### config.mk
export PLATFORM = sky130hd
export DESIGN_NAME = background_mask_bounding_box_core
export DESIGN_NICKNAME = d
export VERILOG_FILES = /design/src/design/bgbox_pkg.sv /design/src/design/bgbox_front.sv /design/src/design/bgbox_queue.sv /design/src/design/bgbox_back.sv /design/src/design/background_mask_bounding_box_core.sv
export SDC_FILE = /design/constraint.sdc
export NUM_CORES = 2
export LEC_CHECK = 0
export ABC_AREA = 1
export BUFFER_PORTS_ARGS = -buffer_cell sky130_fd_sc_hd__buf_2
export CORE_MARGIN = 4
export CORE_UTILIZATION = 45
export CTS_BUF_LIST = sky130_fd_sc_hd__clkbuf_4 sky130_fd_sc_hd__clkbuf_8
export DETAILED_ROUTE_END_ITERATION = 8
export SLEW_MARGIN = 20
export SYNTH_ARGS = -nofsm -noshare
export SYNTH_HDL_FRONTEND = slang
export SYNTH_SLANG_ARGS = --single-unit
### constraint.sdc
create_clock -name clk_i -period 31.1 [get_ports clk_i]
set_clock_uncertainty 0.1 [all_clocks]
set_input_delay 4.665 -clock clk_i [delete_from_list [all_inputs] [get_ports clk_i]]
set_output_delay 4.665 -clock clk_i [all_outputs]
set_load 0.005 [all_outputs]
### src/design/bgbox_pkg.sv
// Shared types, constants and the channel test for the background mask
// bounding box block. Used by the front, queue, back and top-level files.
// Depends on nothing.
package bgbox_pkg;

  // Pixel and coordinate widths
  localparam int PIX_W     = 8;
  localparam int COORD_W   = 12;
  localparam int WIDTH_W   = 13;
  localparam int TOL_W     = 8;

  // Frame geometry limits
  localparam int MAX_WIDTH  = 4096;
  localparam int MAX_HEIGHT = 4096;

  // Background seed set
  localparam int SEED_COUNT = 5;
  localparam int SUM_W      = PIX_W + $clog2(SEED_COUNT);
  localparam int SCNT_W     = $clog2(SEED_COUNT + 1);
  localparam int SIDX_W     = (SEED_COUNT > 1) ? $clog2(SEED_COUNT) : 1;

  // Configuration register map
  localparam int CFG_IDX_W = 1;
  localparam logic [CFG_IDX_W-1:0] CFG_IMAGE_WIDTH = 1'b0;
  localparam logic [CFG_IDX_W-1:0] CFG_TOLERANCE   = 1'b1;

  localparam logic [WIDTH_W-1:0] WIDTH_RESET = 13'd640;
  localparam logic [TOL_W-1:0]   TOL_RESET   = 8'd5;

  typedef struct packed {
    logic [PIX_W-1:0] red;
    logic [PIX_W-1:0] green;
    logic [PIX_W-1:0] blue;
  } pix_t;

  typedef struct packed {
    logic [SUM_W-1:0] red;
    logic [SUM_W-1:0] green;
    logic [SUM_W-1:0] blue;
  } sums_t;

  // One queued job: the foreground pixels of one input, in arrival order
  typedef struct packed {
    logic                                 box_clr;
    logic [SEED_COUNT-1:0]                mask;
    logic [SEED_COUNT-1:0][COORD_W-1:0]   xs;
    logic [SEED_COUNT-1:0][COORD_W-1:0]   ys;
  } entry_t;

  // Exact mean test: |sum - N*p| > N*tol
  function automatic logic chan_far(logic [SUM_W-1:0] sum, logic [PIX_W-1:0] p,
                                    logic [TOL_W-1:0] tol);
    logic [SUM_W-1:0] scaled;
    logic [SUM_W-1:0] lim;
    logic [SUM_W-1:0] diff;
    scaled = SUM_W'(p) * SUM_W'(SEED_COUNT);
    lim    = SUM_W'(tol) * SUM_W'(SEED_COUNT);
    diff   = (sum > scaled) ? (sum - scaled) : (scaled - sum);
    return diff > lim;
  endfunction

  function automatic logic pix_far(sums_t s, pix_t p, logic [TOL_W-1:0] tol);
    return chan_far(s.blue, p.blue, tol) || chan_far(s.green, p.green, tol) ||
           chan_far(s.red, p.red, tol);
  endfunction

endpackage

### src/design/bgbox_front.sv
// Front end: configuration registers, column/row counters, seed capture and
// foreground classification. Pushes one job per input with results.
// Depends on bgbox_pkg.
module bgbox_front import bgbox_pkg::*; (
  input  logic                 clk_i,
  input  logic                 rst_ni,
  input  logic                 cfg_we_i,
  input  logic [CFG_IDX_W-1:0] cfg_index_i,
  input  logic [WIDTH_W-1:0]   cfg_data_i,
  input  logic                 in_valid_i,
  output logic                 in_stall_o,
  input  logic                 frame_start_i,
  input  pix_t                 pix_i,
  input  logic                 q_full_i,
  output logic                 push_o,
  output entry_t               entry_o
);

  logic [WIDTH_W-1:0] width_q, width_d;
  logic [TOL_W-1:0]   tol_q, tol_d;
  logic [SCNT_W-1:0]  cnt_q, cnt_d;
  sums_t              sum_q, sum_d;
  logic [COORD_W-1:0] col_q, col_d, row_q, row_d;
  logic               pend_q, pend_d;

  pix_t               seed_pix_q [SEED_COUNT];
  logic [COORD_W-1:0] seed_x_q   [SEED_COUNT];
  logic [COORD_W-1:0] seed_y_q   [SEED_COUNT];

  logic               accept;
  logic [SCNT_W-1:0]  eff_cnt;
  sums_t              eff_sum, new_sum, judge_sum;
  logic [COORD_W-1:0] eff_col, eff_row;
  logic               seed_phase, completes;
  logic [WIDTH_W-1:0] w_clamp, col_inc;
  entry_t             entry;

  assign in_stall_o = q_full_i;
  assign accept     = in_valid_i && !q_full_i;

  // Apply the frame start before the pixel is handled
  always_comb begin
    eff_cnt    = frame_start_i ? '0 : cnt_q;
    eff_sum    = frame_start_i ? '0 : sum_q;
    eff_col    = frame_start_i ? '0 : col_q;
    eff_row    = frame_start_i ? '0 : row_q;
    seed_phase = eff_cnt < SCNT_W'(SEED_COUNT);
    completes  = eff_cnt == SCNT_W'(SEED_COUNT - 1);
    new_sum.blue  = eff_sum.blue + SUM_W'(pix_i.blue);
    new_sum.green = eff_sum.green + SUM_W'(pix_i.green);
    new_sum.red   = eff_sum.red + SUM_W'(pix_i.red);
    judge_sum  = seed_phase ? new_sum : eff_sum;
  end

  // Classify: whole seed set on completion, else the current pixel alone
  always_comb begin
    entry         = '0;
    entry.box_clr = pend_q || frame_start_i;
    if (completes) begin
      for (int i = 0; i < SEED_COUNT; i++) begin
        if (i == SEED_COUNT - 1) begin
          entry.mask[i] = pix_far(judge_sum, pix_i, tol_q);
          entry.xs[i]   = eff_col;
          entry.ys[i]   = eff_row;
        end else begin
          entry.mask[i] = pix_far(judge_sum, seed_pix_q[i], tol_q);
          entry.xs[i]   = seed_x_q[i];
          entry.ys[i]   = seed_y_q[i];
        end
      end
    end else begin
      entry.mask[0] = !seed_phase && pix_far(judge_sum, pix_i, tol_q);
      entry.xs[0]   = eff_col;
      entry.ys[0]   = eff_row;
    end
  end

  assign push_o  = accept && (entry.mask != '0);
  assign entry_o = entry;

  // Step the counters and the seed set
  always_comb begin
    width_d = width_q;
    tol_d   = tol_q;
    cnt_d   = cnt_q;
    sum_d   = sum_q;
    col_d   = col_q;
    row_d   = row_q;
    pend_d  = pend_q;
    w_clamp = (width_q == '0) ? WIDTH_W'(1) :
              (width_q > WIDTH_W'(MAX_WIDTH)) ? WIDTH_W'(MAX_WIDTH) : width_q;
    col_inc = WIDTH_W'(eff_col) + WIDTH_W'(1);
    if (cfg_we_i) begin
      unique case (cfg_index_i)
        CFG_IMAGE_WIDTH: width_d = cfg_data_i;
        CFG_TOLERANCE:   tol_d   = cfg_data_i[TOL_W-1:0];
      endcase
    end
    if (accept) begin
      pend_d = push_o ? 1'b0 : (pend_q || frame_start_i);
      if (seed_phase) begin
        cnt_d = eff_cnt + SCNT_W'(1);
        sum_d = new_sum;
      end else begin
        cnt_d = eff_cnt;
        sum_d = eff_sum;
      end
      if (col_inc >= w_clamp) begin
        col_d = '0;
        row_d = (eff_row == COORD_W'(MAX_HEIGHT - 1)) ? '0 : eff_row + COORD_W'(1);
      end else begin
        col_d = col_inc[COORD_W-1:0];
        row_d = eff_row;
      end
    end
  end

  always_ff @(posedge clk_i or negedge rst_ni) begin
    if (!rst_ni) begin
      width_q <= WIDTH_RESET;
      tol_q   <= TOL_RESET;
      cnt_q   <= '0;
      sum_q   <= '0;
      col_q   <= '0;
      row_q   <= '0;
      pend_q  <= 1'b0;
    end else begin
      width_q <= width_d;
      tol_q   <= tol_d;
      cnt_q   <= cnt_d;
      sum_q   <= sum_d;
      col_q   <= col_d;
      row_q   <= row_d;
      pend_q  <= pend_d;
    end
  end

  // Hold seed pixels and their coordinates
  always_ff @(posedge clk_i) begin
    for (int i = 0; i < SEED_COUNT; i++) begin
      if (accept && seed_phase && eff_cnt == SCNT_W'(i)) begin
        seed_pix_q[i] <= pix_i;
        seed_x_q[i]   <= eff_col;
        seed_y_q[i]   <= eff_row;
      end
    end
  end

endmodule

### src/design/bgbox_queue.sv
// Job queue between the front and back ends of the bounding box block.
// Depends on bgbox_pkg for the job type.
module bgbox_queue import bgbox_pkg::*; #(
  parameter int DEPTH = 4
) (
  input  logic   clk_i,
  input  logic   rst_ni,
  input  logic   push_i,
  input  entry_t data_i,
  output logic   full_o,
  input  logic   pop_i,
  output logic   valid_o,
  output entry_t data_o
);

  localparam int PTR_W = (DEPTH > 1) ? $clog2(DEPTH) : 1;
  localparam int CNT_W = $clog2(DEPTH + 1);

  entry_t           mem_q [DEPTH];
  logic [PTR_W-1:0] wr_q, rd_q;
  logic [CNT_W-1:0] cnt_q;
  logic             do_pop;

  assign full_o  = cnt_q == CNT_W'(DEPTH);
  assign valid_o = cnt_q != '0;
  assign data_o  = mem_q[rd_q];
  assign do_pop  = pop_i && valid_o;

  // Advance pointers and occupancy
  always_ff @(posedge clk_i or negedge rst_ni) begin
    if (!rst_ni) begin
      wr_q  <= '0;
      rd_q  <= '0;
      cnt_q <= '0;
    end else begin
      if (push_i) begin
        wr_q <= (wr_q == PTR_W'(DEPTH - 1)) ? '0 : wr_q + PTR_W'(1);
      end
      if (do_pop) begin
        rd_q <= (rd_q == PTR_W'(DEPTH - 1)) ? '0 : rd_q + PTR_W'(1);
      end
      if (push_i && !do_pop) begin
        cnt_q <= cnt_q + CNT_W'(1);
      end else if (!push_i && do_pop) begin
        cnt_q <= cnt_q - CNT_W'(1);
      end
    end
  end

  always_ff @(posedge clk_i) begin
    if (push_i) begin
      mem_q[wr_q] <= data_i;
    end
  end

endmodule

### src/design/bgbox_back.sv
// Back end: walks the foreground pixels of each queued job, tracks the
// frame's bounding box and drives the registered result channel.
// Depends on bgbox_pkg.
module bgbox_back import bgbox_pkg::*; (
  input  logic               clk_i,
  input  logic               rst_ni,
  input  logic               head_valid_i,
  input  entry_t             head_i,
  output logic               pop_o,
  output logic               out_valid_o,
  input  logic               out_stall_i,
  output logic [COORD_W-1:0] fg_x_o,
  output logic [COORD_W-1:0] fg_y_o,
  output logic [COORD_W-1:0] box_min_x_o,
  output logic [COORD_W-1:0] box_max_x_o,
  output logic [COORD_W-1:0] box_min_y_o,
  output logic [COORD_W-1:0] box_max_y_o,
  output logic               last_of_run_o
);

  logic [SEED_COUNT-1:0] done_q, done_d;
  logic                  bv_q, bv_d;
  logic                  out_valid_q, out_valid_d;
  logic [COORD_W-1:0]    left_q, right_q, top_q, bottom_q;
  logic [COORD_W-1:0]    left_d, right_d, top_d, bottom_d;
  logic [COORD_W-1:0]    x_q, y_q;
  logic                  last_q;

  logic [SEED_COUNT-1:0] act, sel_oh, rest;
  logic [SIDX_W-1:0]     sel;
  logic                  fire, last, bv_eff;
  logic [COORD_W-1:0]    x, y;

  // Pick the earliest pending foreground pixel of the head job
  always_comb begin
    act    = head_i.mask & ~done_q;
    sel    = '0;
    sel_oh = '0;
    for (int i = SEED_COUNT - 1; i >= 0; i--) begin
      if (act[i]) begin
        sel    = SIDX_W'(i);
        sel_oh = '0;
        sel_oh[i] = 1'b1;
      end
    end
    rest = act & ~sel_oh;
    last = rest == '0;
    fire = head_valid_i && (act != '0) && (!out_valid_q || !out_stall_i);
    x    = head_i.xs[sel];
    y    = head_i.ys[sel];
  end

  assign pop_o = fire && last;

  // Update the bounding box; a new frame restarts it
  always_comb begin
    bv_eff      = bv_q && !(head_i.box_clr && done_q == '0);
    bv_d        = bv_q;
    done_d      = done_q;
    left_d      = left_q;
    right_d     = right_q;
    top_d       = top_q;
    bottom_d    = bottom_q;
    out_valid_d = out_valid_q && out_stall_i;
    if (fire) begin
      out_valid_d = 1'b1;
      bv_d        = 1'b1;
      bottom_d    = y;
      done_d      = last ? '0 : (done_q | sel_oh);
      if (!bv_eff) begin
        left_d  = x;
        right_d = x;
        top_d   = y;
      end else begin
        left_d  = (x < left_q) ? x : left_q;
        right_d = (x > right_q) ? x : right_q;
      end
    end
  end

  always_ff @(posedge clk_i or negedge rst_ni) begin
    if (!rst_ni) begin
      done_q      <= '0;
      bv_q        <= 1'b0;
      out_valid_q <= 1'b0;
    end else begin
      done_q      <= done_d;
      bv_q        <= bv_d;
      out_valid_q <= out_valid_d;
    end
  end

  // Load the result register
  always_ff @(posedge clk_i) begin
    left_q   <= left_d;
    right_q  <= right_d;
    top_q    <= top_d;
    bottom_q <= bottom_d;
    if (fire) begin
      x_q    <= x;
      y_q    <= y;
      last_q <= last;
    end
  end

  assign out_valid_o   = out_valid_q;
  assign fg_x_o        = x_q;
  assign fg_y_o        = y_q;
  assign box_min_x_o   = left_q;
  assign box_max_x_o   = right_q;
  assign box_min_y_o   = top_q;
  assign box_max_y_o   = bottom_q;
  assign last_of_run_o = last_q;

endmodule

### src/design/background_mask_bounding_box_core.sv
// Background mask bounding box core.
// Pixels arrive in raster order on the input channel (valid/stall), one per
// cycle, with frame_start_i on the first pixel of a frame. The first five
// pixels of a frame form the background; each of them and every later pixel
// that differs from their mean by more than the tolerance in any channel
// is foreground. Each foreground pixel produces one transaction on the
// output channel with its column/row and the running bounding box of the
// frame; last_of_run_o marks the final result of one input pixel.
// Throughput: one pixel per cycle. Results pass the job queue and the output
// register. The fifth pixel of a frame releases up to five results, drained
// one per cycle by the back end; the job queue (QUEUE_DEPTH entries) absorbs
// the burst, and the input stalls only when the queue is full.
// When the receiver stalls, the output register holds its transaction and
// the queue fills; the input then stalls.
// Configuration (image width, tolerance) is written through the cfg port
// while the block is idle. Reset restores width 640 and tolerance 5, clears
// the counters and the queue; the stream starts as a frame at column 0, row 0.
// Depends on bgbox_pkg, bgbox_front, bgbox_queue, bgbox_back.
module background_mask_bounding_box_core import bgbox_pkg::*; #(
  parameter int QUEUE_DEPTH = 4
) (
  input  logic                 clk_i,
  input  logic                 rst_ni,
  input  logic                 cfg_we_i,
  input  logic [CFG_IDX_W-1:0] cfg_index_i,
  input  logic [WIDTH_W-1:0]   cfg_data_i,
  input  logic                 in_valid_i,
  output logic                 in_stall_o,
  input  logic                 frame_start_i,
  input  logic [PIX_W-1:0]     blue_i,
  input  logic [PIX_W-1:0]     green_i,
  input  logic [PIX_W-1:0]     red_i,
  output logic                 out_valid_o,
  input  logic                 out_stall_i,
  output logic [COORD_W-1:0]   fg_x_o,
  output logic [COORD_W-1:0]   fg_y_o,
  output logic [COORD_W-1:0]   box_min_x_o,
  output logic [COORD_W-1:0]   box_max_x_o,
  output logic [COORD_W-1:0]   box_min_y_o,
  output logic [COORD_W-1:0]   box_max_y_o,
  output logic                 last_of_run_o
);

  pix_t   pix;
  logic   q_full, push, pop, head_valid;
  entry_t entry, head;

  assign pix.blue  = blue_i;
  assign pix.green = green_i;
  assign pix.red   = red_i;

  bgbox_front u_front (
    .clk_i        (clk_i),
    .rst_ni       (rst_ni),
    .cfg_we_i     (cfg_we_i),
    .cfg_index_i  (cfg_index_i),
    .cfg_data_i   (cfg_data_i),
    .in_valid_i   (in_valid_i),
    .in_stall_o   (in_stall_o),
    .frame_start_i(frame_start_i),
    .pix_i        (pix),
    .q_full_i     (q_full),
    .push_o       (push),
    .entry_o      (entry)
  );

  bgbox_queue #(
    .DEPTH(QUEUE_DEPTH)
  ) u_queue (
    .clk_i  (clk_i),
    .rst_ni (rst_ni),
    .push_i (push),
    .data_i (entry),
    .full_o (q_full),
    .pop_i  (pop),
    .valid_o(head_valid),
    .data_o (head)
  );

  bgbox_back u_back (
    .clk_i        (clk_i),
    .rst_ni       (rst_ni),
    .head_valid_i (head_valid),
    .head_i       (head),
    .pop_o        (pop),
    .out_valid_o  (out_valid_o),
    .out_stall_i  (out_stall_i),
    .fg_x_o       (fg_x_o),
    .fg_y_o       (fg_y_o),
    .box_min_x_o  (box_min_x_o),
    .box_max_x_o  (box_max_x_o),
    .box_min_y_o  (box_min_y_o),
    .box_max_y_o  (box_max_y_o),
    .last_of_run_o(last_of_run_o)
  );

endmodule

==> results.md <==
* Fin nets at 7,646
* Hold/Removal Path Class: register to register
* Most common cell on crit path: nand2_1
* Row cnt at 133
* CTS H-tree lvls at 4
* Final RePlAce weighted congestion at 0.916
* Setup Viol. Count Final at 0
* Chip Width at 372 um
* CP Data Arrival Time at 13,720 ps
* Post-layout min period at 13,370 ps
* IO Count at 119
* Die H at 372 um
* Crit-path slowest cell: buf_4
* Status: completed
* Clk root buf: clkbuf_8
* First DRT Iteration DRCs at 3,092
* CP peak stage delay at 790 ps
* WL per Instance at 19.5 um
* Post-layout instance area at 0.0651 mm^2
* Synthesis warning total at 0
* Crit path launch type: input port
* Yosys top cell area share at 38.2%
* Total number of vias at 46.6k
* Slew of the pin with the lowest slew margin at 1050 ps
* Largest net degree at the start of global routing at 193
* Area delta synth->final at 9.38%
* Cts repair resizes at 0
* Final period util at 43.0%
* Top delay family on crit path: buffers and inverters
* Worst relative slew slack at 29.5%
* WP data required at 31,450 ps
* Post-Route Setup TNS at 0 ps
* Number of port buffers at 118
* Cts hold-fix bufs at 0
* DR vias/cell at 5.34
* Min setup slack post-route at 17,730 ps
* CTS tree: yes
* Reg clk slew, reported paths at 60 ps
* Synth cell types at 62
* Max Cap Viol at 0
* Fillers at 12.5k
* Total iterations of the first detailed-routing run at 7
* Worst-Skew Late Latency at 870 ps
* Final HPWL DP at 114,000 um
* First-pass GRT wire length at 259,000 um
* CP max FO at 58
* Mapped cell area at 0.0595 mm^2
* Yosys top cell by area: edfxtp_1
* Slew Viols, Final at 0
* Total Wirelength at 170,000 um
* Global Route Usage Sum at 24.3%
* Final Hold Vio Count at 0
* Synth Area per Inst at 8.85 um^2
* Worst slack at placement at 16,700 ps
* Dpl cell area at 0.0621 mm^2
* CTS Buf Count at 146
* Minimum hold slack at 389 ps
* WP buf/inv at 8
* Share of the yosys chip area belonging to registers at 42.2%
* Synth area leaders: edfxtp_1 (38%), ha_1 (15%), nand2_1 (8.3%)
* Full die area at 0.138 mm^2
* Drt drc at 0
* Fmax at 0.0748 GHz
* CP endpoint kind: register
* Initial Util at 45.3%
* Number of synthesized flops with an enable pin at 757
* GRT overflow at 0
* Clock sink count at 853
* Initial antenna violation count at 13
* Layout cells sized above 1 at 8.68%
* Number of global-route vias before repair at 45.6k
* Core ar. at 0.131 mm^2
* Unrepaired setup endpoints after global routing: no
* Syn_nets at 7,519
* Clock Path Buffers at 3
* Post-synth ARST share at 11.3%
* Syn Inst Count at 6,725
* CP Class: input port to register
* DRT antenna net count at 0
* # Post-CTS Setup Buffers at 0
* FF+latch count, synth at 853
* Synth Flop Type: edfxtp_1
==> layout by cell type (no fill, tap or decap), drive strengths merged, types with 11 or more instances in the layout <==
| cell type | instances |
|---|---|
| dfrtp | 92 |
| nand4 | 40 |
| o21ai | 594 |
| nand2 | 1366 |
| nor2 | 610 |
| buf | 182 |
| or2 | 29 |
| nand3 | 286 |
| o31ai | 11 |
| nor3 | 32 |
| xor2 | 256 |
| o2111ai | 14 |
| edfxtp | 757 |
| a21o | 17 |
| a21boi | 21 |
| o221ai | 50 |
| a21oi | 368 |
| o211ai | 45 |
| ha | 702 |
| o22ai | 77 |
| fa | 48 |
| xnor2 | 65 |
| clkbuf | 207 |
| clkinv | 49 |
| inv | 941 |
| o21bai | 32 |
| nand3b | 17 |
==> stage by stage <==
stage	util, %	cells
after detailed placement	47.2	8458
after global placement	47.2	8458
after CTS	49.5	8721
final	49.5	8725
after floorplan	-	6725
after global routing	49.5	8724
==> layer usage <==
metal,routed length [um],GRT usage (%)
met1,74300,31.6
met2,81300,41.6
met3,7930,3.02
met4,6250,8.85
met5,0,0
==> cells in the mapped netlist, types with 12 or more instances <==
master / instances
o2111ai_1: 14
a21boi_0: 20
nand2_4: 12
o22ai_1: 77
nor2_2: 12
nand2_2: 38
nand4_1: 40
dfrtp_1: 92
xor2_1: 256
o21ai_0: 574
buf_2: 14
inv_1: 914
o21ai_1: 20
ha_1: 702
nand3b_1: 17
nand3_2: 36
nand3_1: 247
o211ai_1: 45
o221ai_1: 50
inv_2: 17
fa_1: 48
o21bai_1: 32
buf_4: 20
a21o_1: 17
clkbuf_1: 155
nor2_1: 590
edfxtp_1: 757
a21oi_1: 364
nand2_1: 1316
xnor2_1: 64
nor3_1: 29
or2_2: 18
==> sequential cells by signal, summed over array words and instances, names as in the netlist, 2 cells and up <==
name / flops
u_queue.mem_q: 504
u_front.seed_pix_q: 96
u_front.seed_x_q: 48
u_front.seed_y_q: 48
u_front.sum_q: 33
u_front.width_q: 13
u_back.box_max_x_o: 12
u_back.box_min_x_o: 12
u_back.box_min_y_o: 12
u_back.fg_x_o: 12
u_back.fg_y_o: 12
u_front.col_q: 12
u_front.row_q: 12
u_front.tol_q: 8
u_back.done_q: 5
u_front.cnt_q: 3
u_queue.cnt_q: 3
u_queue.rd_q: 2
u_queue.wr_q: 2
==> path summary, 6_finish.rpt <==
| path | depth (start not counted) | slack [ps] | endpoint | from |
|---|---|---|---|---|
| hold reg to reg | 2 | 390 | u_front.sum_q[8]$_DFFE_PN0P_ | u_front.sum_q[8]$_DFFE_PN0P_ |
| hold / removal | 2 | 390 | u_front.sum_q[8]$_DFFE_PN0P_ | u_front.sum_q[8]$_DFFE_PN0P_ |
| setup reg to reg | 39 | 21620 | u_queue.mem_q[2][107]$_DFFE_PP_ | u_front.cnt_q[2]$_DFFE_PN0P_ |
| min in group asynchronous | 1 | 3730 | u_front.col_q[8]$_DFFE_PN0P_ | rst_ni |
| setup / recovery | 40 | 17730 | u_queue.mem_q[2][107]$_DFFE_PP_ | frame_start_i |
| max in group asynchronous | 2 | 25720 | u_queue.rd_q[0]$_DFFE_PN0P_ | rst_ni |
==> layout make-up <==
cell class | count | area (um^2) | share of cell area, %
Multi-Input combinational cell | 4732 | 30100 | 46.2
Sequential cell | 853 | 25100 | 38.6
Inverter | 937 | 3530 | 5.42
Clock buffer | 207 | 2520 | 3.87
Tap cell | 1755 | 2200 | 3.37
Timing Repair Buffer | 182 | 1130 | 1.74
Clock inverter | 56 | 459 | 0.705
Antenna cell | 3 | 7.51 | 0.0115
==> kinds of logic after synthesis <==
family	after synthesis	share of synthesized area [%]
and+or+nand+nor	2393	17.1
AOI/OAI and AO/OA	1263	11.9
buffers and inverters	1140	7.50
DFF	853	42.2
adders and majority gates	750	16.4
xor gates and xnor gates	321	4.76
muxes	5	0.0946
==> tightest hold or removal path: stages (launching register included) <==
cell and delay (ps):
dfrtp_1 350, nand2_1 50, o21ai_0 60
Power is left out: the tool's default activity adds up to more than one toggle a clock period on the data nets, which glitch-free logic cannot reach.
